==> src/rtl/core/assert_macros.svh <==
// assertion macros of the bounded random block, included by its top level
`ifndef ASSERT_MACROS_SVH
`define ASSERT_MACROS_SVH

// property must hold at every rising clock edge outside reset
`define ASSERT_CLK(label, clk_s, rst_n_s, prop, msg) \
	label: assert property (@(posedge clk_s) disable iff (!rst_n_s) (prop)) else $error(msg);

// expression must never be true at a rising clock edge outside reset
`define ASSERT_NEVER(label, clk_s, rst_n_s, expr, msg) \
	label: assert property (@(posedge clk_s) disable iff (!rst_n_s) !(expr)) else $error(msg);

`endif

==> src/rtl/core/pcg_pkg.sv <==
// types, constants and microcode program of the bounded random block
`default_nettype none

package pcg_pkg;

	localparam int unsigned DataW     = 32;
	localparam int unsigned StateW    = 64;
	localparam int unsigned CfgIdxW   = 8;
	localparam int unsigned PcW       = 4;
	localparam int unsigned MaxDraws  = 64;
	localparam int unsigned DrawCntW  = $clog2(MaxDraws + 1);

	localparam logic [StateW-1:0] LcgMult = 64'h5851_F42D_4C95_7F2D;

	// configuration register indexes
	localparam logic [CfgIdxW-1:0] RegSeed = 8'd0;
	localparam logic [CfgIdxW-1:0] RegIncr = 8'd1;

	// datapath operations, performed when a step falls through
	typedef enum logic [3:0] {
		OP_NOP,
		OP_LATCH_IN,
		OP_DIV_THR,
		OP_THR_LOAD,
		OP_DRAW,
		OP_STATE_LOAD,
		OP_DIV_VAL,
		OP_OUT_DIV,
		OP_OUT_RAW
	} op_e_t;

	// jump conditions: taken when true, fall through otherwise
	typedef enum logic [2:0] {
		C_NONE,
		C_NOIN,
		C_BZERO,
		C_MUL_BUSY,
		C_DIV_BUSY,
		C_REJECT,
		C_DIV_OR_FULL,
		C_OUT_FULL
	} cond_e_t;

	typedef struct packed {
		op_e_t          op;
		cond_e_t        cond;
		logic [PcW-1:0] tgt_t;
		logic [PcW-1:0] tgt_f;
	} uword_t;

	// datapath status seen by the sequencer
	typedef struct packed {
		logic in_valid;
		logic bound_zero;
		logic mul_busy;
		logic div_busy;
		logic reject;
		logic out_full;
	} seq_stat_t;

	// control toward the datapath
	typedef struct packed {
		op_e_t op;
		logic  fire;
	} ctl_t;

	// microcode program
	function automatic uword_t ucode(input logic [PcW-1:0] pc);
		uword_t w;
		case (pc)
			4'd0:    w = '{OP_LATCH_IN,   C_NOIN,        4'd0,  4'd1};
			4'd1:    w = '{OP_NOP,        C_BZERO,       4'd8,  4'd2};
			4'd2:    w = '{OP_DIV_THR,    C_NONE,        4'd0,  4'd3};
			4'd3:    w = '{OP_THR_LOAD,   C_DIV_BUSY,    4'd3,  4'd4};
			4'd4:    w = '{OP_DRAW,       C_NONE,        4'd0,  4'd5};
			4'd5:    w = '{OP_STATE_LOAD, C_MUL_BUSY,    4'd5,  4'd6};
			4'd6:    w = '{OP_DIV_VAL,    C_REJECT,      4'd4,  4'd7};
			4'd7:    w = '{OP_OUT_DIV,    C_DIV_OR_FULL, 4'd7,  4'd0};
			4'd8:    w = '{OP_DRAW,       C_NONE,        4'd0,  4'd9};
			4'd9:    w = '{OP_STATE_LOAD, C_MUL_BUSY,    4'd9,  4'd10};
			4'd10:   w = '{OP_OUT_RAW,    C_OUT_FULL,    4'd10, 4'd0};
			default: w = '{OP_NOP,        C_NONE,        4'd0,  4'd0};
		endcase
		return w;
	endfunction

	// xsh-rr output permutation of the state before the advance
	function automatic logic [DataW-1:0] xsh_rr(input logic [StateW-1:0] s);
		logic [StateW-1:0] x;
		logic [DataW-1:0]  xs;
		logic [4:0]        rot;
		x   = ((s >> 18) ^ s) >> 27;
		xs  = x[DataW-1:0];
		rot = s[63:59];
		return (xs >> rot) | (xs << ((5'd0 - rot) & 5'd31));
	endfunction

endpackage

`default_nettype wire

==> src/rtl/core/pcg32_bounded_random.sv <==
// top level of the bounded pcg32 random number block
// Each input word carries a bound and yields one output word. A bound of zero
// returns the raw 32-bit xsh-rr output. A nonzero bound waits twice on the
// shared bit-serial remainder unit (threshold, then final reduction) and on
// the multiply and state load of the lcg advance; each rejected draw adds
// another advance, at most 63 redraws. The block is ready for the next bound
// the cycle after the result is written, also while that result still waits
// in the output register. Writing the seed register (index 0) loads the state
// with the zero-extended low 32 bits of the seed; index 1 sets the increment;
// other indexes are ignored. The user must write configuration only while the
// block is idle; the block itself does not enforce it.
`default_nettype none
`include "assert_macros.svh"

module pcg32_bounded_random (
	input  wire logic                          clk,
	input  wire logic                          arst_n,
	// configuration write channel
	input  wire logic                          cfg_valid,
	output logic                               cfg_ready,
	input  wire logic [pcg_pkg::CfgIdxW-1:0]   cfg_index,
	input  wire logic [pcg_pkg::StateW-1:0]    cfg_data,
	// input stream
	input  wire logic                          s_axis_tvalid,
	output logic                               s_axis_tready,
	input  wire logic [pcg_pkg::DataW-1:0]     s_axis_tdata,  // [31:0] bound
	// output stream
	output logic                               m_axis_tvalid,
	input  wire logic                          m_axis_tready,
	output logic [pcg_pkg::DataW-1:0]          m_axis_tdata   // [31:0] value
);

	pcg_pkg::ctl_t       ctl;
	pcg_pkg::seq_stat_t  stat;

	logic [pcg_pkg::StateW-1:0]    state_q;
	logic [pcg_pkg::StateW-1:0]    incr_q;
	logic [pcg_pkg::DataW-1:0]     bound_q;
	logic [pcg_pkg::DataW-1:0]     thr_q;
	logic [pcg_pkg::DataW-1:0]     r_q;
	logic [pcg_pkg::DrawCntW-1:0]  n_q;
	logic                          out_valid_q;
	logic [pcg_pkg::DataW-1:0]     out_value_q;

	logic                          cfg_wr;
	logic                          fire_op_latch;
	logic                          fire_op_draw;
	logic                          fire_op_state;
	logic                          fire_op_thr;
	logic                          fire_op_out_div;
	logic                          fire_op_out_raw;
	logic                          div_start;
	logic [pcg_pkg::DataW-1:0]     div_dividend;
	logic                          div_busy;
	logic [pcg_pkg::DataW-1:0]     div_rem;
	logic                          mul_busy;
	logic [pcg_pkg::StateW-1:0]    mul_prod;

	// sequencer
	pcg_seq u_seq (
		.clk    (clk),
		.arst_n (arst_n),
		.stat   (stat),
		.ctl    (ctl)
	);

	// lcg multiplier
	pcg_mul u_mul (
		.clk    (clk),
		.arst_n (arst_n),
		.start  (fire_op_draw),
		.a      (state_q),
		.inc    (incr_q),
		.busy   (mul_busy),
		.prod   (mul_prod)
	);

	// remainder unit shared by threshold and final reduction
	pcg_div u_div (
		.clk      (clk),
		.arst_n   (arst_n),
		.start    (div_start),
		.dividend (div_dividend),
		.divisor  (bound_q),
		.busy     (div_busy),
		.rem      (div_rem)
	);

	// decode of the active operation
	always_comb begin
		fire_op_latch   = ctl.fire && (ctl.op == pcg_pkg::OP_LATCH_IN);
		fire_op_draw    = ctl.fire && (ctl.op == pcg_pkg::OP_DRAW);
		fire_op_state   = ctl.fire && (ctl.op == pcg_pkg::OP_STATE_LOAD);
		fire_op_thr     = ctl.fire && (ctl.op == pcg_pkg::OP_THR_LOAD);
		fire_op_out_div = ctl.fire && (ctl.op == pcg_pkg::OP_OUT_DIV);
		fire_op_out_raw = ctl.fire && (ctl.op == pcg_pkg::OP_OUT_RAW);
		div_start       = ctl.fire && ((ctl.op == pcg_pkg::OP_DIV_THR) ||
		                               (ctl.op == pcg_pkg::OP_DIV_VAL));
		div_dividend    = (ctl.op == pcg_pkg::OP_DIV_THR) ? (32'd0 - bound_q) : r_q;
		cfg_wr          = cfg_valid && cfg_ready;
	end

	// status toward the sequencer
	always_comb begin
		stat.in_valid   = s_axis_tvalid;
		stat.bound_zero = (bound_q == '0);
		stat.mul_busy   = mul_busy;
		stat.div_busy   = div_busy;
		stat.reject     = (r_q < thr_q) &&
		                  (n_q < pcg_pkg::DrawCntW'(pcg_pkg::MaxDraws));
		stat.out_full   = out_valid_q && !m_axis_tready;
	end

	// generator state and configuration registers
	always_ff @(posedge clk or negedge arst_n) begin
		if (!arst_n) begin
			state_q <= '0;
			incr_q  <= 64'd1;
		end else begin
			if (cfg_wr && (cfg_index == pcg_pkg::RegSeed))
				state_q <= {32'd0, cfg_data[31:0]};
			else if (fire_op_state)
				state_q <= mul_prod;
			if (cfg_wr && (cfg_index == pcg_pkg::RegIncr))
				incr_q <= cfg_data;
		end
	end

	// draw counter and output word register
	always_ff @(posedge clk or negedge arst_n) begin
		if (!arst_n) begin
			n_q         <= '0;
			out_valid_q <= 1'b0;
		end else begin
			if (fire_op_latch)
				n_q <= '0;
			else if (fire_op_draw)
				n_q <= n_q + pcg_pkg::DrawCntW'(1);
			if (m_axis_tvalid && m_axis_tready)
				out_valid_q <= 1'b0;
			if (fire_op_out_div || fire_op_out_raw)
				out_valid_q <= 1'b1;
		end
	end

	// datapath payload
	always_ff @(posedge clk) begin
		if (fire_op_latch)
			bound_q <= s_axis_tdata;
		if (fire_op_thr)
			thr_q <= div_rem;
		if (fire_op_draw)
			r_q <= pcg_pkg::xsh_rr(state_q);
		if (fire_op_out_div)
			out_value_q <= div_rem;
		else if (fire_op_out_raw)
			out_value_q <= r_q;
	end

	assign cfg_ready     = 1'b1;
	assign s_axis_tready = (ctl.op == pcg_pkg::OP_LATCH_IN);
	assign m_axis_tvalid = out_valid_q;
	assign m_axis_tdata  = out_value_q;

	// checks
	`ASSERT_CLK(a_rem_below_bound, clk, arst_n, fire_op_out_div |=> (m_axis_tdata < bound_q), "reduced value not below bound")
	`ASSERT_NEVER(a_div_by_zero, clk, arst_n, div_start && (bound_q == '0), "remainder unit started with zero bound")
	`ASSERT_NEVER(a_ready_while_busy, clk, arst_n, s_axis_tready && (mul_busy || div_busy), "input taken while a unit is busy")
	`ASSERT_NEVER(a_draw_limit, clk, arst_n, n_q > pcg_pkg::DrawCntW'(pcg_pkg::MaxDraws), "draw count beyond limit")

endmodule

`default_nettype wire

==> src/rtl/core/pcg_mul.sv <==
// lcg advance: state * multiplier + increment in phases on one 32x32 multiplier
`default_nettype none

module pcg_mul (
	input  wire logic                        clk,
	input  wire logic                        arst_n,
	input  wire logic                        start,
	input  wire logic [pcg_pkg::StateW-1:0]  a,
	input  wire logic [pcg_pkg::StateW-1:0]  inc,
	output logic                             busy,
	output logic [pcg_pkg::StateW-1:0]       prod
);

	logic                        busy_q;
	logic [1:0]                  ph_q;
	logic [pcg_pkg::StateW-1:0]  a_q;
	logic [pcg_pkg::StateW-1:0]  acc_q;
	logic [pcg_pkg::DataW-1:0]   op_a;
	logic [pcg_pkg::DataW-1:0]   op_b;
	logic [pcg_pkg::StateW-1:0]  pp;

	// operand select per phase
	always_comb begin
		case (ph_q)
			2'd1: begin
				op_a = a_q[31:0];
				op_b = pcg_pkg::LcgMult[63:32];
			end
			2'd2: begin
				op_a = a_q[63:32];
				op_b = pcg_pkg::LcgMult[31:0];
			end
			default: begin
				op_a = a_q[31:0];
				op_b = pcg_pkg::LcgMult[31:0];
			end
		endcase
		pp = {32'd0, op_a} * {32'd0, op_b};
	end

	// phase control
	always_ff @(posedge clk or negedge arst_n) begin
		if (!arst_n) begin
			busy_q <= 1'b0;
			ph_q   <= 2'd0;
		end else if (start) begin
			busy_q <= 1'b1;
			ph_q   <= 2'd0;
		end else if (busy_q) begin
			ph_q <= ph_q + 2'd1;
			if (ph_q == 2'd3)
				busy_q <= 1'b0;
		end
	end

	// partial product accumulation
	always_ff @(posedge clk) begin
		if (start) begin
			a_q <= a;
		end else if (busy_q) begin
			case (ph_q)
				2'd0:    acc_q <= pp;
				2'd1:    acc_q[63:32] <= acc_q[63:32] + pp[31:0];
				2'd2:    acc_q[63:32] <= acc_q[63:32] + pp[31:0];
				default: acc_q <= acc_q + inc;
			endcase
		end
	end

	assign busy = busy_q;
	assign prod = acc_q;

endmodule

`default_nettype wire

==> src/rtl/core/pcg_div.sv <==
// restoring remainder unit, one quotient bit a cycle
`default_nettype none

module pcg_div (
	input  wire logic                       clk,
	input  wire logic                       arst_n,
	input  wire logic                       start,
	input  wire logic [pcg_pkg::DataW-1:0]  dividend,
	input  wire logic [pcg_pkg::DataW-1:0]  divisor,
	output logic                            busy,
	output logic [pcg_pkg::DataW-1:0]       rem
);

	logic                       busy_q;
	logic [4:0]                 cnt_q;
	logic [pcg_pkg::DataW-1:0]  dvd_q;
	logic [pcg_pkg::DataW-1:0]  dvs_q;
	logic [pcg_pkg::DataW-1:0]  rem_q;
	logic [pcg_pkg::DataW:0]    rem_sh;
	logic [pcg_pkg::DataW:0]    diff;

	// trial subtract of the shifted partial remainder
	always_comb begin
		rem_sh = {rem_q, dvd_q[pcg_pkg::DataW-1]};
		diff   = rem_sh - {1'b0, dvs_q};
	end

	// iteration control
	always_ff @(posedge clk or negedge arst_n) begin
		if (!arst_n) begin
			busy_q <= 1'b0;
			cnt_q  <= 5'd0;
		end else if (start) begin
			busy_q <= 1'b1;
			cnt_q  <= 5'd0;
		end else if (busy_q) begin
			cnt_q <= cnt_q + 5'd1;
			if (cnt_q == 5'd31)
				busy_q <= 1'b0;
		end
	end

	// remainder and dividend shift
	always_ff @(posedge clk) begin
		if (start) begin
			dvd_q <= dividend;
			dvs_q <= divisor;
			rem_q <= '0;
		end else if (busy_q) begin
			dvd_q <= {dvd_q[pcg_pkg::DataW-2:0], 1'b0};
			if (!diff[pcg_pkg::DataW])
				rem_q <= diff[pcg_pkg::DataW-1:0];
			else
				rem_q <= rem_sh[pcg_pkg::DataW-1:0];
		end
	end

	assign busy = busy_q;
	assign rem  = rem_q;

endmodule

`default_nettype wire

==> src/rtl/core/pcg_seq.sv <==
// microcode sequencer: step counter, program table and jump conditions
`default_nettype none

module pcg_seq (
	input  wire logic               clk,
	input  wire logic               arst_n,
	input  wire pcg_pkg::seq_stat_t stat,
	output pcg_pkg::ctl_t           ctl
);

	logic [pcg_pkg::PcW-1:0] pc_q;
	pcg_pkg::uword_t         w;
	logic                    taken;

	// current control word and its condition
	always_comb begin
		w = pcg_pkg::ucode(pc_q);
		case (w.cond)
			pcg_pkg::C_NONE:        taken = 1'b0;
			pcg_pkg::C_NOIN:        taken = !stat.in_valid;
			pcg_pkg::C_BZERO:       taken = stat.bound_zero;
			pcg_pkg::C_MUL_BUSY:    taken = stat.mul_busy;
			pcg_pkg::C_DIV_BUSY:    taken = stat.div_busy;
			pcg_pkg::C_REJECT:      taken = stat.reject;
			pcg_pkg::C_DIV_OR_FULL: taken = stat.div_busy || stat.out_full;
			pcg_pkg::C_OUT_FULL:    taken = stat.out_full;
			default:                taken = 1'b0;
		endcase
	end

	// step counter
	always_ff @(posedge clk or negedge arst_n) begin
		if (!arst_n)
			pc_q <= '0;
		else
			pc_q <= taken ? w.tgt_t : w.tgt_f;
	end

	assign ctl.op   = w.op;
	assign ctl.fire = !taken;

endmodule

`default_nettype wire

==> config.mk <==
export PLATFORM = sky130hd
export DESIGN_NAME = pcg32_bounded_random
export DESIGN_NICKNAME = d
export VERILOG_FILES = /design/src/rtl/core/pcg_pkg.sv /design/src/rtl/core/pcg32_bounded_random.sv /design/src/rtl/core/pcg_mul.sv /design/src/rtl/core/pcg_div.sv /design/src/rtl/core/pcg_seq.sv
export VERILOG_INCLUDE_DIRS = /design/src /design/src/rtl/core
export SDC_FILE = /design/constraint.sdc
export NUM_CORES = 2
export LEC_CHECK = 0
export BUFFER_PORTS_ARGS = -buffer_cell sky130_fd_sc_hd__buf_4
export CAP_MARGIN = 5
export CORE_ASPECT_RATIO = 0.7
export CORE_MARGIN = 8
export CORE_UTILIZATION = 25
export DETAILED_ROUTE_END_ITERATION = 8
export GPL_ROUTABILITY_DRIVEN = 0
export PLACE_DENSITY = 0.47
export SYNTH_ARGS = -nofsm -noshare
export SYNTH_HDL_FRONTEND = slang
export SYNTH_SLANG_ARGS = --single-unit
==> constraint.sdc <==
create_clock -name clk -period 9.9 [get_ports clk]
set_input_delay 1.98 -clock clk [delete_from_list [all_inputs] [get_ports clk]]
set_output_delay 1.98 -clock clk [all_outputs]
set_load 0.005 [all_outputs]
==> run_results.csv <==
group,metric,value,unit
run_status,outcome,"finished, final reports clean",
floorplan,rows,141,
logic_synthesis,synth_area_per_cell,9.99,µm²
critical_path,crit_fanout,12,
timing,final.period_utilization,97.2,%
logic_synthesis,synth.most_common_cell,"inv_1",
logic_synthesis,ys.flop_type,"edfxtp_1",
route,ant_nets,0,
layout,stdcell_count,8409,
route,via_per_inst,4.97,
placement,hpwl,171,mm
clock_tree,cts-buffers-inserted,58,
timing,clock.fmax,104,MHz
route,wl_met2,72.8,mm
clock_tree,h-tree-depth,2,
logic_synthesis,synth_cell_types,84,
floorplan,coreArea,211000,µm²
timing,hold_viol,0,
layout,syn2layout_area_growth,14.8,%
timing,maxSlewHeadroom,18.6,%
logic_synthesis,synth-seq-area-share,26.3,%
logic_synthesis,synth_top_cell_area_share,20.7,%
critical_path,slowest_stage,"fa_1",
critical_path,path_class,"reg -> reg",
floorplan,ioPinCount,144,
logic_synthesis,synthArstFlopShare,29.7,%
timing,tightestPinTransition,1.22,ns
logic_synthesis,yosys_warnings,0,
route,drt-pass1-iter-count,6,
timing,setup_viol,0,
timing,period_minus_slack,9.62,ns
clock_tree,cts.clk_slew.worst_paths,0.07,ns
critical_path,critPathArrivalTime,10.07,ns
placement,io_buffers,142,
logic_synthesis,synthTopCellsByCount,"inv_1, ha_1, fa_1",
logic_synthesis,synth_edf_count,320,
run,drv_cap,0,
clock_tree,cts_tree,"yes",
timing,grt_setup_unrepaired,"yes",
grt,grt_start_max_net_pins,68,
clock_tree,holdBufCountCts,0,
route,drc,0,
floorplan,start_util,25.2,%
critical_path,end_kind,"flip-flop",
timing,skew,0.0746,ns
clock_tree,cts_buffer_depth,3,
layout,nets,6836,
critical_path,worstSetupStartpointType,"flip-flop",
floorplan,dieHeight,402,µm
route,first_iter_violations,4478,
floorplan,dieWidth,567,µm
route,drt-met1-wl,101,mm
logic_synthesis,ys_ff_latch,501,
floorplan,die-area,228000,µm²
critical_path,critPathMaxStageDelay,0.61,ns
route,highest_layer,"met5",
grt,antenna_found_initial,18,
logic_synthesis,synth_top_area_cell,"fa_1",
grt,gr-total-overflow,0,
timing,final-max-slew-violation-count,0,
route,post_drt_wl_per_cell,24.2,µm
grt,grt_pass1_wl,292,mm
clock_tree,root_buffer,"clkbuf_16",
grt,grt_pass1_vias,40367,
route,vias,41801,
layout,final_layout_size_suffix_gt1_share,12.5,%
critical_path,crit_top_cell,"fa_1",
grt,grt_usage,17.3,%
logic_synthesis,synthTopCellsByArea,"fa_1, edfxtp_1, ha_1, dfrtp_1, inv_1",
min_path,min_path_type,"reg -> reg",
logic_synthesis,syn-instance-count,5323,
critical_path,required,10.35,ns
route,route.met3.wl,28.1,mm
placement,dp_cells,8295,
clock_tree,insertion_delay,0.71,ns
clock_tree,clock_sinks,501,
route,routed_wl,204,mm
timing,tns,0,ns
logic_synthesis,syn_area,53200,µm²
[path summary, 6_finish.rpt]
check                               from             end  slack (ns)  depth (start not counted)
max in group asynchronous         arst_n     state_q[59]        7.11                          2
max reg2reg                u_mul.ph_q[0]  u_mul.prod[60]        0.28                         34
max                        u_mul.ph_q[0]  u_mul.prod[60]        0.28                         34
min reg2reg                  state_q[24]   u_mul.a_q[24]        0.45                          0
min                          state_q[24]   u_mul.a_q[24]        0.45                          0
min in group asynchronous         arst_n   m_axis_tvalid        1.28                          1
[cells by family (layout without fill, tap and decap cells)]
| group | after synthesis | count (layout) | share of synthesized area, % |
|---|---|---|---|
| muxes | 263 | 263 | 5.44 |
| and+or+nand+nor | 1133 | 1133 | 9.91 |
| DFF | 501 | 501 | 26.3 |
| other | 2 | 35 | 0.0141 |
| buffers and inverters | 945 | 1210 | 6.80 |
| xor gates and xnor gates | 216 | 216 | 3.58 |
| adders and majority gates | 1158 | 1158 | 35.0 |
| AOI/OAI and AO/OA | 1105 | 1105 | 13.0 |
[metrics by stage]
step | hold slack (ns) | setup WS, ns | util [%] | area (µm²)
floorplan | 0.420 | 0.292 | - | 53300
global placement | 0.431 | -0.139 | 27.8 | 58800
detailed placement | 0.435 | -0.0608 | 27.8 | 58800
CTS | 0.445 | 0.00508 | 28.8 | 60800
global route | 0.464 | -0.0376 | 28.9 | 61000
finish | 0.450 | 0.278 | 28.9 | 61000
[state kept, by name, summed over array words and instances (netlist names), 5 cells and up]
signal        cells
bound_q          32
incr_q           64
m_axis_tdata     32
n_q               7
r_q              32
state_q          64
thr_q            32
u_div.cnt_q       5
u_div.dvd_q      32
u_div.dvs_q      32
u_div.rem        32
u_mul.a_q        64
u_mul.prod       64
[cell type report]
type,count,area (µm²)
antenna,3,7.51
clock buffer,79,1720
clock inverter,30,282
fill,22043,150000
inverter,744,2800
multi-input combinational,3907,36000
sequential,501,14000
tap,2788,3490
timing repair buffer,357,2730
[layer usage]
layer	global-route usage [%]	vias up
met5	0	-
met4	2.02	6
met3	7.84	153
met2	21.2	1763
met1	27.5	21119
li1	-	18760
[worst max-delay path: cells and delay by family, from the launching register on]
kind	cells	cell delay, ns
buffers and inverters	12	1.65
multiplexers	1	0.39
AO/OA/AOI/OAI	5	1.27
adder cells (fa/ha/maj)	10	4.73
XOR/XNOR	1	0.16
AND/OR/NAND/NOR	5	0.72
flip-flops	1	0.38
[layout by cell type, fill, tap and decap left out, types with 28 or more instances in the layout]
cell type / instances
xor2_1: 86
xnor2_1: 117
o21a_1: 33
mux2i_1: 125
o21ai_0: 255
a21o_1: 135
edfxtp_1: 320
and3_1: 28
conb_1: 32
o21bai_1: 35
nand3_1: 61
o211ai_1: 34
fa_1: 548
nor2b_1: 51
nand2b_1: 37
mux2_2: 126
or2_2: 41
nand4_1: 39
nand2_1: 359
inv_1: 738
clkbuf_16: 63
ha_1: 604
nor2_1: 339
a211oi_1: 63
dfxtp_1: 32
nor3_1: 50
a21oi_1: 345
dfrtp_1: 146
buf_4: 351
and2_1: 29
[what timing repair did]
item	in CTS	in global routing
resized for setup	9	48
pin swaps	0	1
setup endpoints to repair	6	16
setup buffers	0	2
Power is left out: the tool's default activity adds up to more than one toggle a clock period on the data nets, which glitch-free logic cannot reach.
